`src/sv/mes_pkg.sv`:
```
// Shared types and constants of the midpoint ellipse stepper.
package mes_pkg;

	localparam int COORD_BITS_DEF = 10;
	localparam int PIX_W = 12;

	localparam logic CMD_LOAD = 1'b0;
	localparam logic CMD_STEP = 1'b1;

	// Position of a pixel inside a run of four.
	localparam logic [1:0] PIX_PP = 2'd0;
	localparam logic [1:0] PIX_MM = 2'd1;
	localparam logic [1:0] PIX_PM = 2'd2;
	localparam logic [1:0] PIX_MP = 2'd3;

	typedef struct packed {
		logic       command;
		logic [9:0] center_x;
		logic [9:0] center_y;
		logic [9:0] semi_axis_x;
		logic [9:0] semi_axis_y;
		logic [3:0] draw_color;
	} mes_in_t;

	typedef struct packed {
		logic signed [PIX_W-1:0] pixel_x;
		logic signed [PIX_W-1:0] pixel_y;
		logic [3:0]              pixel_color;
		logic                    run_last;
		logic                    shape_done;
	} mes_out_t;

	typedef enum logic [3:0] {
		ST_IDLE,
		ST_LD_AA,
		ST_LD_BB,
		ST_LD_AAB,
		ST_LD_FIN,
		ST_EMIT,
		ST_R2_XX,
		ST_R2_YY,
		ST_R2_A,
		ST_R2_B,
		ST_R2_C,
		ST_R2_D
	} mes_state_t;

	typedef enum logic [3:0] {
		MUL_NONE,
		MUL_AA,
		MUL_BB,
		MUL_AAB,
		MUL_XX,
		MUL_YY,
		MUL_BSQ_TMP,
		MUL_ASQ_TMP,
		MUL_ASQ_BSQ
	} mes_mul_t;

	typedef enum logic [3:0] {
		ACT_NONE,
		ACT_STORE_ASQ,
		ACT_STORE_BSQ,
		ACT_LOAD_FIN,
		ACT_TMP_XX,
		ACT_TMP_YY,
		ACT_DEC_SET,
		ACT_DEC_ADD,
		ACT_DEC_FIN
	} mes_act_t;

	typedef struct packed {
		logic       load;
		logic       step;
		mes_mul_t   mul_op;
		mes_act_t   act;
		logic [1:0] pix_idx;
	} mes_cmd_t;

	typedef struct packed {
		logic active;
		logic b_zero;
		logic done;
		logic to_r2;
	} mes_sts_t;

endpackage

```
`src/sv/mes_stream_if.sv`:
```
// Valid/ready stream channel carrying one payload per beat.
interface mes_stream_if #(parameter type payload_t = logic);
	logic     valid;
	logic     ready;
	payload_t payload;

	modport source(output valid, output payload, input ready);
	modport sink(input valid, input payload, output ready);
endinterface

```
`src/sv/mes_ctrl.sv`:
```
// Sequencer of the ellipse stepper: handshakes, multiply schedule and run emission.
module mes_ctrl (
	input  logic              clk,
	input  logic              arst_n,
	input  logic              in_valid,
	input  logic              in_command,
	input  logic              out_ready,
	input  mes_pkg::mes_sts_t sts,
	output logic              in_ready,
	output logic              out_valid,
	output mes_pkg::mes_cmd_t cmd
);
	import mes_pkg::*;

	mes_state_t state_q;
	mes_state_t state_nxt;
	logic [1:0] idx_q;

	always_ff @(posedge clk or negedge arst_n) begin
		if (!arst_n) begin
			state_q <= ST_IDLE;
			idx_q <= PIX_PP;
		end else begin
			state_q <= state_nxt;
			if (state_q == ST_EMIT && out_ready) begin
				idx_q <= idx_q + 2'd1;
			end
		end
	end

	always_comb begin
		state_nxt = state_q;
		case (state_q)
			ST_IDLE: begin
				if (in_valid) begin
					if (in_command == CMD_LOAD) begin
						if (!sts.b_zero) begin
							state_nxt = ST_LD_AA;
						end
					end else if (sts.active) begin
						state_nxt = ST_EMIT;
					end
				end
			end
			ST_LD_AA:  state_nxt = ST_LD_BB;
			ST_LD_BB:  state_nxt = ST_LD_AAB;
			ST_LD_AAB: state_nxt = ST_LD_FIN;
			ST_LD_FIN: state_nxt = ST_IDLE;
			ST_EMIT: begin
				if (out_ready && idx_q == PIX_MP) begin
					state_nxt = sts.to_r2 ? ST_R2_XX : ST_IDLE;
				end
			end
			ST_R2_XX: state_nxt = ST_R2_YY;
			ST_R2_YY: state_nxt = ST_R2_A;
			ST_R2_A:  state_nxt = ST_R2_B;
			ST_R2_B:  state_nxt = ST_R2_C;
			ST_R2_C:  state_nxt = ST_R2_D;
			ST_R2_D:  state_nxt = ST_IDLE;
			default:  state_nxt = ST_IDLE;
		endcase
	end

	always_comb begin
		in_ready = (state_q == ST_IDLE);
		out_valid = (state_q == ST_EMIT);
		cmd.load = (state_q == ST_IDLE) && in_valid && (in_command == CMD_LOAD);
		cmd.step = (state_q == ST_IDLE) && in_valid && (in_command == CMD_STEP) && sts.active;
		cmd.pix_idx = idx_q;
		cmd.mul_op = MUL_NONE;
		cmd.act = ACT_NONE;
		case (state_q)
			ST_LD_AA: begin
				cmd.mul_op = MUL_AA;
			end
			ST_LD_BB: begin
				cmd.mul_op = MUL_BB;
				cmd.act = ACT_STORE_ASQ;
			end
			ST_LD_AAB: begin
				cmd.mul_op = MUL_AAB;
				cmd.act = ACT_STORE_BSQ;
			end
			ST_LD_FIN: begin
				cmd.act = ACT_LOAD_FIN;
			end
			ST_R2_XX: begin
				cmd.mul_op = MUL_XX;
			end
			ST_R2_YY: begin
				cmd.mul_op = MUL_YY;
				cmd.act = ACT_TMP_XX;
			end
			ST_R2_A: begin
				cmd.mul_op = MUL_BSQ_TMP;
				cmd.act = ACT_TMP_YY;
			end
			ST_R2_B: begin
				cmd.mul_op = MUL_ASQ_TMP;
				cmd.act = ACT_DEC_SET;
			end
			ST_R2_C: begin
				cmd.mul_op = MUL_ASQ_BSQ;
				cmd.act = ACT_DEC_ADD;
			end
			ST_R2_D: begin
				cmd.act = ACT_DEC_FIN;
			end
			default: begin
				cmd.mul_op = MUL_NONE;
				cmd.act = ACT_NONE;
			end
		endcase
	end

`ifndef SYNTHESIS
	a_no_overlap: assert property (@(posedge clk) disable iff (!arst_n)
		!(in_ready && out_valid))
		else $error("input and output handshakes open together");

	a_step_starts_run: assert property (@(posedge clk) disable iff (!arst_n)
		cmd.step |=> (out_valid && idx_q == PIX_PP))
		else $error("accepted step did not start a run at its first pixel");

	a_run_end_idle: assert property (@(posedge clk) disable iff (!arst_n)
		(out_valid && out_ready && idx_q == PIX_MP && !sts.to_r2) |=> in_ready)
		else $error("run ended without returning to idle");
`endif

endmodule

```
`src/sv/mes_dpath.sv`:
```
// Datapath of the ellipse stepper: point state, decision update and shared multiplier.
module mes_dpath #(
	parameter int COORD_BITS = mes_pkg::COORD_BITS_DEF
) (
	input  logic              clk,
	input  logic              arst_n,
	input  mes_pkg::mes_in_t  in_data,
	input  mes_pkg::mes_cmd_t cmd,
	output mes_pkg::mes_sts_t sts,
	output mes_pkg::mes_out_t out_data
);
	import mes_pkg::*;

	localparam int CB = COORD_BITS;
	localparam int X_W = CB + 1;
	localparam int SQ_W = 2 * CB;
	localparam int MUL_W = 2 * CB + 2;
	localparam int DEC_W = 2 * MUL_W;
	localparam int SLOPE_W = 3 * CB + 4;

	logic [CB-1:0]      a_in;
	logic [CB-1:0]      b_in;
	logic [CB-1:0]      a_q;
	logic [CB-1:0]      b_q;
	logic [CB-1:0]      cx_q;
	logic [CB-1:0]      cy_q;
	logic [3:0]         color_q;
	logic [SQ_W-1:0]    asq_q;
	logic [SQ_W-1:0]    bsq_q;
	logic [X_W-1:0]     x_q;
	logic [CB-1:0]      y_q;
	logic [SLOPE_W-1:0] sx_q;
	logic [SLOPE_W-1:0] sy_q;
	logic [DEC_W-1:0]   dec_q;
	logic               r2_q;
	logic               active_q;
	logic [DEC_W-1:0]   mul_q;
	logic [MUL_W-1:0]   tmp_q;
	logic [X_W-1:0]     px_q;
	logic [CB-1:0]      py_q;
	logic               done_q;
	logic               sw_q;

	logic [MUL_W-1:0]   op_a;
	logic [MUL_W-1:0]   op_b;
	logic [DEC_W-1:0]   prod;

	logic               dec_neg;
	logic               take_x;
	logic               take_y;
	logic [DEC_W-1:0]   dec_n;
	logic [X_W-1:0]     x_n;
	logic [CB-1:0]      y_n;
	logic [SLOPE_W-1:0] sx_n;
	logic [SLOPE_W-1:0] sy_n;
	logic               done_n;
	logic               sw_n;
	logic [DEC_W-1:0]   init_v;
	logic               init_fix;

	assign a_in = CB'(in_data.semi_axis_x);
	assign b_in = CB'(in_data.semi_axis_y);

	always_comb begin
		case (cmd.mul_op)
			MUL_AA: begin
				op_a = MUL_W'(a_q);
				op_b = MUL_W'(a_q);
			end
			MUL_BB: begin
				op_a = MUL_W'(b_q);
				op_b = MUL_W'(b_q);
			end
			MUL_AAB: begin
				op_a = MUL_W'(asq_q);
				op_b = MUL_W'(b_q);
			end
			MUL_XX: begin
				op_a = MUL_W'(x_q);
				op_b = MUL_W'(x_q);
			end
			MUL_YY: begin
				op_a = MUL_W'(y_q - 1'b1);
				op_b = MUL_W'(y_q - 1'b1);
			end
			MUL_BSQ_TMP: begin
				op_a = MUL_W'(bsq_q);
				op_b = tmp_q;
			end
			MUL_ASQ_TMP: begin
				op_a = MUL_W'(asq_q);
				op_b = tmp_q;
			end
			MUL_ASQ_BSQ: begin
				op_a = MUL_W'(asq_q);
				op_b = MUL_W'(bsq_q);
			end
			default: begin
				op_a = '0;
				op_b = '0;
			end
		endcase
	end

	assign prod = op_a * op_b;

	// In region one x always advances and y drops when the decision is not
	// negative; in region two y always drops and x advances on a negative one.
	always_comb begin
		dec_neg = dec_q[DEC_W-1];
		take_x = r2_q ? dec_neg : 1'b1;
		take_y = r2_q ? 1'b1 : !dec_neg;
		dec_n = dec_q + (take_x ? DEC_W'(sx_q) : '0) - (take_y ? DEC_W'(sy_q) : '0)
			+ DEC_W'(r2_q ? asq_q : bsq_q);
		x_n = take_x ? x_q + 1'b1 : x_q;
		y_n = take_y ? y_q - 1'b1 : y_q;
		sx_n = take_x ? sx_q + SLOPE_W'({bsq_q, 1'b0}) : sx_q;
		sy_n = take_y ? sy_q - SLOPE_W'({asq_q, 1'b0}) : sy_q;
		done_n = (y_n == '0);
		sw_n = !r2_q && !done_n && !(sx_n < sy_n);
	end

	// Start value b*b - a*a*b + a*a/4, truncated toward zero as a whole.
	always_comb begin
		init_v = DEC_W'(bsq_q) - mul_q + DEC_W'(asq_q >> 2);
		init_fix = init_v[DEC_W-1] && (asq_q[1:0] != 2'b00);
	end

	always_ff @(posedge clk or negedge arst_n) begin
		if (!arst_n) begin
			active_q <= 1'b0;
			r2_q <= 1'b0;
		end else begin
			if (cmd.load) begin
				active_q <= 1'b0;
			end else if (cmd.act == ACT_LOAD_FIN) begin
				active_q <= 1'b1;
				r2_q <= 1'b0;
			end else if (cmd.act == ACT_DEC_FIN) begin
				r2_q <= 1'b1;
			end else if (cmd.step && done_n) begin
				active_q <= 1'b0;
			end
		end
	end

	always_ff @(posedge clk) begin
		mul_q <= prod;
		if (cmd.load && b_in != '0) begin
			a_q <= a_in;
			b_q <= b_in;
			cx_q <= CB'(in_data.center_x);
			cy_q <= CB'(in_data.center_y);
			color_q <= in_data.draw_color;
		end
		if (cmd.step) begin
			px_q <= x_q;
			py_q <= y_q;
			done_q <= done_n;
			sw_q <= sw_n;
			x_q <= x_n;
			y_q <= y_n;
			sx_q <= sx_n;
			sy_q <= sy_n;
			dec_q <= dec_n;
		end
		case (cmd.act)
			ACT_STORE_ASQ: asq_q <= SQ_W'(mul_q);
			ACT_STORE_BSQ: bsq_q <= SQ_W'(mul_q);
			ACT_LOAD_FIN: begin
				x_q <= '0;
				y_q <= b_q;
				sx_q <= '0;
				sy_q <= SLOPE_W'(mul_q) << 1;
				dec_q <= init_v + DEC_W'(init_fix);
			end
			ACT_TMP_XX:  tmp_q <= MUL_W'(mul_q) + MUL_W'(x_q);
			ACT_TMP_YY:  tmp_q <= MUL_W'(mul_q);
			ACT_DEC_SET: dec_q <= mul_q;
			ACT_DEC_ADD: dec_q <= dec_q + mul_q;
			ACT_DEC_FIN: dec_q <= dec_q - mul_q;
			default: begin
			end
		endcase
	end

	assign sts.active = active_q;
	assign sts.b_zero = (b_in == '0);
	assign sts.done = done_q;
	assign sts.to_r2 = sw_q;

	logic              plus_x;
	logic              plus_y;
	logic [PIX_W-1:0]  cx_w;
	logic [PIX_W-1:0]  cy_w;
	logic [PIX_W-1:0]  ox_w;
	logic [PIX_W-1:0]  oy_w;

	always_comb begin
		plus_x = (cmd.pix_idx == PIX_PP) || (cmd.pix_idx == PIX_PM);
		plus_y = (cmd.pix_idx == PIX_PP) || (cmd.pix_idx == PIX_MP);
		cx_w = PIX_W'(cx_q);
		cy_w = PIX_W'(cy_q);
		ox_w = PIX_W'(px_q);
		oy_w = PIX_W'(py_q);
		out_data.pixel_x = plus_x ? cx_w + ox_w : cx_w - ox_w;
		out_data.pixel_y = plus_y ? cy_w + oy_w : cy_w - oy_w;
		out_data.pixel_color = color_q;
		out_data.run_last = (cmd.pix_idx == PIX_MP);
		out_data.shape_done = done_q;
	end

`ifndef SYNTHESIS
	a_load_start: assert property (@(posedge clk) disable iff (!arst_n)
		$rose(active_q) |-> (sx_q == '0 && !r2_q && y_q == b_q))
		else $error("ellipse did not start at the top of region one");

	a_last_step: assert property (@(posedge clk) disable iff (!arst_n)
		(cmd.step && done_n) |=> (!active_q && done_q && !sw_q))
		else $error("final step left the ellipse active");
`endif

endmodule

```
`src/sv/midpoint_ellipse_stepper.sv`:
```
// Midpoint ellipse stepper. A load beat (command 0) latches center, semi-axes and
// color and passes through the states ST_LD_AA, ST_LD_BB, ST_LD_AAB and
// ST_LD_FIN, in which one shared registered multiplier forms a*a, b*b and a*a*b
// for the region-one start value; a load with a zero vertical axis drops the
// current ellipse. A step beat (command 1) is accepted and then sends the four
// mirror pixels (+x,+y), (-x,-y), (+x,-y), (-x,+y) as four output beats, one per
// cycle while the sink is ready. The step that crosses into region two then
// passes through the states ST_R2_XX to ST_R2_D, in which the same multiplier
// builds the region-two start value. A step while no ellipse is active is
// accepted and sends nothing. shape_done marks the four beats of the last run,
// the one whose update brings y to 0.
module midpoint_ellipse_stepper #(
	parameter int COORD_BITS = mes_pkg::COORD_BITS_DEF
) (
	input logic         clk,
	input logic         arst_n,
	mes_stream_if.sink   request,
	mes_stream_if.source pixel
);
	import mes_pkg::*;

	mes_cmd_t cmd;
	mes_sts_t sts;
	mes_in_t  in_data;
	mes_out_t out_data;

	assign in_data = request.payload;
	assign pixel.payload = out_data;

	mes_ctrl u_ctrl (
		.clk       (clk),
		.arst_n    (arst_n),
		.in_valid  (request.valid),
		.in_command(in_data.command),
		.out_ready (pixel.ready),
		.sts       (sts),
		.in_ready  (request.ready),
		.out_valid (pixel.valid),
		.cmd       (cmd)
	);

	mes_dpath #(
		.COORD_BITS(COORD_BITS)
	) u_dpath (
		.clk     (clk),
		.arst_n  (arst_n),
		.in_data (in_data),
		.cmd     (cmd),
		.sts     (sts),
		.out_data(out_data)
	);

endmodule

```
`src/flat_wrapper.sv`:
```
// flat-port wrapper written by rule: the top's interface ports become plain ports
module midpoint_ellipse_stepper_flat import mes_pkg::*;
#(
	parameter int COORD_BITS = mes_pkg::COORD_BITS_DEF
)
  (clk, arst_n, request_valid, request_payload, request_ready, pixel_valid, pixel_payload, pixel_ready);
  mes_stream_if #(.payload_t(mes_in_t)) request_i ();
  mes_stream_if #(.payload_t(mes_out_t)) pixel_i ();
  input logic clk;
  input logic arst_n;
  input wire logic [$bits(request_i.valid)-1:0] request_valid;
  input wire logic [$bits(request_i.payload)-1:0] request_payload;
  output wire logic [$bits(request_i.ready)-1:0] request_ready;
  output wire logic [$bits(pixel_i.valid)-1:0] pixel_valid;
  output wire logic [$bits(pixel_i.payload)-1:0] pixel_payload;
  input wire logic [$bits(pixel_i.ready)-1:0] pixel_ready;
  assign request_i.valid = request_valid;
  assign request_i.payload = request_payload;
  assign request_ready = request_i.ready;
  assign pixel_valid = pixel_i.valid;
  assign pixel_payload = pixel_i.payload;
  assign pixel_i.ready = pixel_ready;
  midpoint_ellipse_stepper #(.COORD_BITS(COORD_BITS)) u_core (.clk(clk), .arst_n(arst_n), .request(request_i), .pixel(pixel_i));
endmodule
```
`config.mk`:
```
export PLATFORM = sky130hd
export DESIGN_NAME = midpoint_ellipse_stepper_flat
export DESIGN_NICKNAME = d
export VERILOG_FILES = /design/src/sv/mes_pkg.sv /design/src/sv/mes_stream_if.sv /design/src/sv/mes_ctrl.sv /design/src/sv/mes_dpath.sv /design/src/sv/midpoint_ellipse_stepper.sv /design/src/flat_wrapper.sv
export SDC_FILE = /design/constraint.sdc
export NUM_CORES = 2
export LEC_CHECK = 0
export ABC_CLOCK_PERIOD_IN_PS = 9000
export BUFFER_PORTS_ARGS = -buffer_cell sky130_fd_sc_hd__buf_2
export CAP_MARGIN = 15
export CORE_MARGIN = 5
export CORE_UTILIZATION = 30
export DETAILED_ROUTE_END_ITERATION = 10
export PLACE_DENSITY = 0.58
export SETUP_SLACK_MARGIN = 0.5
export SLEW_MARGIN = 20
export SYNTH_ARGS = -nofsm -noshare
export SYNTH_HDL_FRONTEND = slang
export SYNTH_HIERARCHICAL = 1
export SYNTH_SLANG_ARGS = --single-unit
```
`constraint.sdc`:
```
create_clock -name clk -period 9 [get_ports clk]
set_input_delay 1.35 -clock clk [delete_from_list [all_inputs] [get_ports clk]]
set_output_delay 1.35 -clock clk [all_outputs]
set_load 0.02 [all_outputs]
```
; After elaboration in Yosys (flattened, before gate mapping)
; Index checks and enable logic that the tools add are counted.
; W data, S select, Z words.
[totals]
regBits = 314
inputBits = 49
elab_cells = 149
out_inout_bits = 32
[op_classes]
order_cmp = 1
eq_ne = 34
reduce_logical = 35
bitwise = 2
muxes = 34
add_sub_neg = 19
mul = 1
[ops]
columns = cell, n
row1 = $pmux W22 S6, 2
row2 = $mux W34, 6
row3 = $pmux W44 S4, 1
row4 = $pmux W4 S8, 2
row5 = $eq A4 B3 Y1 const B, 12
row6 = $add A44 B1 Y44, 1
row7 = $add A44 B18 Y44, 1
row8 = $add A44 B20 Y44, 1
row9 = $add A44 B34 Y44, 1
row10 = $add A44 B44 Y44, 1
row11 = $mul A22 B22 Y44, 1
row12 = $mux W44, 1
row13 = $pmux W22 S2, 1
row14 = $sub A20 B44 Y44, 1
row15 = $sub A44 B34 Y44, 1
row16 = $sub A44 B44 Y44, 1
row17 = $pmux W4 S10, 1
row18 = $add A34 B21 Y34, 1
row19 = $lt A34 B34 Y1, 1
row20 = $sub A34 B21 Y34, 1
row21 = $mux W10, 3
row22 = $eq A4 B2 Y1 const B, 6
row23 = $eq A4 B4 Y1 const B, 6
row24 = $mux W12, 2
row25 = 34 further kinds, 71

; Depth between registers and ports, before layout
[depth]
word_depth = 9
depth_mapped = 39
mapped_depth_nobuf = 35

; Modules after synthesis
; Netlist, hierarchy kept.
[modules_own_cells]
columns = mod, n_inst, cells_per_inst, seq_area_each_um2, area_per_inst_um2
row1 = mes_dpath, 1, 4907, 8298.0, 42879.9
row2 = mes_ctrl, 1, 62, 150.1, 543.0

; Least setup slack after synthesis
; Ideal clock, no wire load.
[synth_path]
kind = register to register
from = reg u_core.u_dpath.y_q[0]
to = reg u_core.u_dpath.mul_q[43]
required_time_ps = 8928
arrival_time_ps = 9402
path_slack_ps = -474
setup_ps = 72
path_stages_with_launch = 38
path_buffers = 4
period_less_slack_ps = 9474
cell_sequence = edfxtp_1 > inv_1 > ha_1 > nor2b_1 > nor2b_1 > nor3b_1 > nand2_1 > or4_1 > buf_2 > inv_1 > buf_2 > a221o_1 > clkbuf_1 > buf_2 > nand2_1 > fa_1 > fa_1 > fa_1 > [2 not listed] > inv_1 > fa_1 > inv_1 > fa_1 > fa_1 > ha_1 > a21o_1 > a221oi_1 > a21oi_1 > a311o_1 > o21ai_0 > a31oi_1 > a41oi_1 > o21ai_0 > nor2_1 > o21ai_0 > a21oi_1 > xnor2_1
[synth_between]
elab_chain_cells = 3
elab_cells_between_ends = 4
classes_between = add/sub (1) / mul (1) / mux (2)
[synth_lines]
columns = element, line
row1 = start: declaration, mes_dpath.sv:31  ; logic [CB-1:0] y_q;
row2 = start signal: assignment, mes_dpath.sv:162  ; y_q <= y_n;
row3 = start signal: assignment, mes_dpath.sv:172  ; y_q <= b_q;
row4 = $sub A10 B1 Y11 *, "mes_dpath.sv:83, mes_dpath.sv:84"
row5 = $pmux W22 S6, mes_dpath.sv:65  ; case (cmd.mul_op)
row6 = $mul A22 B22 Y44 *, mes_dpath.sv:105  ; assign prod = op_a * op_b;
row7 = net u_core.u_dpath.prod[43], mes_dpath.sv:46  ; logic [DEC_W-1:0] prod;
row8 = end signal: assignment, mes_dpath.sv:148  ; mul_q <= prod;
row9 = end: declaration, mes_dpath.sv:37  ; logic [DEC_W-1:0] mul_q;
; Mark *: on every way through the listed nets, which the timed path passes. The rest lies on a longest branch.
; A chain may end at the register's enable or synchronous reset.

; Worst setup path after layout
[layout_path]
from = reg u_core.u_dpath.y_q[0]
to = reg u_core.u_dpath.mul_q[41]
; Same word-level chain as after synthesis.

==> results by group <==
Final layout
  • # diodes: 0
  • Fill count: between 10,000 and 15,000
  • Non-filler cells, final: a little over 7,000
  • Layout cells sized above 1: approximately an eighth
  • Area growth, synth to finish: 15.5%
  • Net count, final: between 6,000 and 7,000

Die
  • Die width: 390 µm
  • Initial Utilization: 30.2%
  • Core ar.: between 100,000 and 150,000 µm²
  • # IOs: between 80 and 90
  • FP Rows: ~140
  • Die Area: 152,000 µm²
  • Chip Height: ~400 µm

Logic synthesis
  • Mapped Area: 43,400 µm²
  • Syn Inst Count: just under 5,000
  • Synthesized area per cell: 8.74 µm²
  • Post-Syn Nets: 5,908
  • Synth warn: 6

Critical path
  • WS Path Type: register to register
  • Type of origin of the critical path: register
  • Worst Reg-to-Reg Cells: 34
  • Critical path endpoint category: register
  • CP Max Fanout: 8
  • Reg-to-reg startpoint: u_core/u_dpath/y_q[0]
  • CP Data Arrival Time: roughly 9000 ps
  • CP required: 9430 ps
  • R2r endpoint: u_core/u_dpath/mul_q[41]
  • Reg2reg setup slack: 480 ps
  • Slowest Stage Delay on Critical Path: 580 ps
  • Most frequent CP cell: fa_1
  • Slowest cell on the critical path: fa_2
  • Worst setup startpoint: u_core/u_dpath/y_q[0]

Timing
  • RSZ-0062 raised after global routing: yes
  • Slew margin rel.: 28.1%
  • Final worst slack: 482 ps
  • Final Skew: about 49 ps
  • Hold_ws: 495 ps
  • Final Slew Violations: 0
  • Final Critical Period: 8520 ps
  • Final setup viols: 0
  • Final period util: 94.6%
  • Least-Margin Pin Slew: 1080 ps
  • Final Hold Viols: 0
  • Fmax: 117 MHz

Route
  • First DRT Iteration DRCs: roughly 2,900
  • Detailed-route via count: around 37,000
  • Avg WL per Cell: 20.2 µm
  • Antenna Nets Post-Route: 0
  • Wirelength, routed: 144,000 µm
  • Vias/cell: approximately 5.2
  • Post-detailed-route DRC marker count: 0
  • Drt first pass iters: 10

Placement
  • PortBufs: 80
  • Placed Cells: 6,977
  • Final GP Congestion: between 0.9 and 1
  • Worst slack at placement: -159 ps
  • Post-DP HPWL: 117,000 µm

Worst hold path
  • Worst hold path class: register to register
  • Hold Path End: u_core/u_dpath/sx_q[16]
  • HP Start: u_core/u_dpath/sx_q[16]
  • Hold Path Cell Cnt: 2

Global routing
  • Congestion Overflow GR: 0
  • Gr usage total: 18.4%
  • Global-route wire length before repair: 220,000 µm
  • Largest net degree at the start of global routing: 63
  • Number of global-route vias before repair: between 30,000 and 40,000
  • Initial antenna violation count: 3

Run
  • Max-cap check violation count: 0

Clocking
  • Clk sink count: 312
  • Worst-path clk slew: 60 ps
  • Cts bufs inserted: 39
  • Clock Path Buffers: 3
  • Clk_lat worst skew: 580 ps
  • CTS tree: yes
  • H-tree depth: 2
  • Root Driver: clkbuf_16

Run status
  • Status: finished clean
[flip-flops by register name (all words and copies together) (netlist names), 11 cells and up]
register and flops:
u_core/u_dpath/x_q 11, u_core/u_dpath/bsq_q 20, u_core/u_dpath/dec_q 44, u_core/u_dpath/mul_q 44
u_core/u_dpath/sy_q 33, u_core/u_dpath/asq_q 20, u_core/u_dpath/px_q 11, u_core/u_dpath/sx_q 33
u_core/u_dpath/tmp_q 22
[cells in the final DEF, fill, tap and decap left out, drive strengths merged, types with 97 or more instances in the layout]
master / instances
fa: 473
ha: 418
buf: 388
xnor2: 239
a21o: 97
a21oi: 301
nor2: 399
nand2: 593
edfxtp: 216
xor2: 135
inv: 689
o21ai: 216
[final cells by class]
class                   instances  area (µm²)  share of cell area (%)
multi-input cells            3752       32400                    64.5
clock inverters                12         161                   0.322
clock buffers                  59        1130                    2.26
repair buffers                390        3080                    6.14
well taps                    1903        2380                    4.75
inverters                     688        2590                    5.16
flip-flops and latches        312        8450                    16.9
[worst max path at each step]
| stage | to | cells after the start |
|---|---|---|
| after global routing | u_core/u_dpath/mul_q[41] | 34 |
| after floorplan | u_core/u_dpath/mul_q[43] | 35 |
| after CTS | u_core/u_dpath/mul_q[36] | 35 |
| after detailed placement | u_core/u_dpath/mul_q[43] | 32 |
| final | u_core/u_dpath/mul_q[41] | 34 |
| after global placement | u_core/u_dpath/mul_q[43] | 32 |
[through the flow]
step | cell area [µm²] | TNS, ps | utilization, %
CTS | 49500 | 0 | 34.5
global placement | 47500 | -131 | 33.1
detailed placement | 47500 | -320 | 33.1
finish | 50100 | 0 | 34.9
global route | 50100 | 0 | 34.9
floorplan | 43600 | 0 | -
[worst max-delay path, delay by kind of cell, from the launching register on]
kind / cells / cell delay (ps)
DFF: 1 / 410
buffers and inverters: 6 / 670
xor gates and xnor gates: 1 / 80
adders and majority gates: 9 / 3870
and+or+nand+nor: 8 / 1520
AOI/OAI and AO/OA: 10 / 1780
[metal layers]
| metal | global-route usage, % | part of all wire [%] | wire, µm |
|---|---|---|---|
| met1 | 23.5 | 41 | 59400 |
| met2 | 31.4 | 47 | 68100 |
| met3 | 2.24 | 5.9 | 8470 |
| met4 | 8.30 | 5.3 | 7620 |
| met5 | 0 | 0 | 0 |
[timing repair]
item / in CTS / in global routing
cloned: 1 / 1
buffers inserted: 35 / 31
endpoints found under the setup margin: 18 / 16
resized for setup: 87 / 112
pin swaps: 35 / 36
hold buffers: 0 / 0
Power is not shown: default switching activity piles up to over one toggle a cycle in this logic, so the estimate is an artifact.
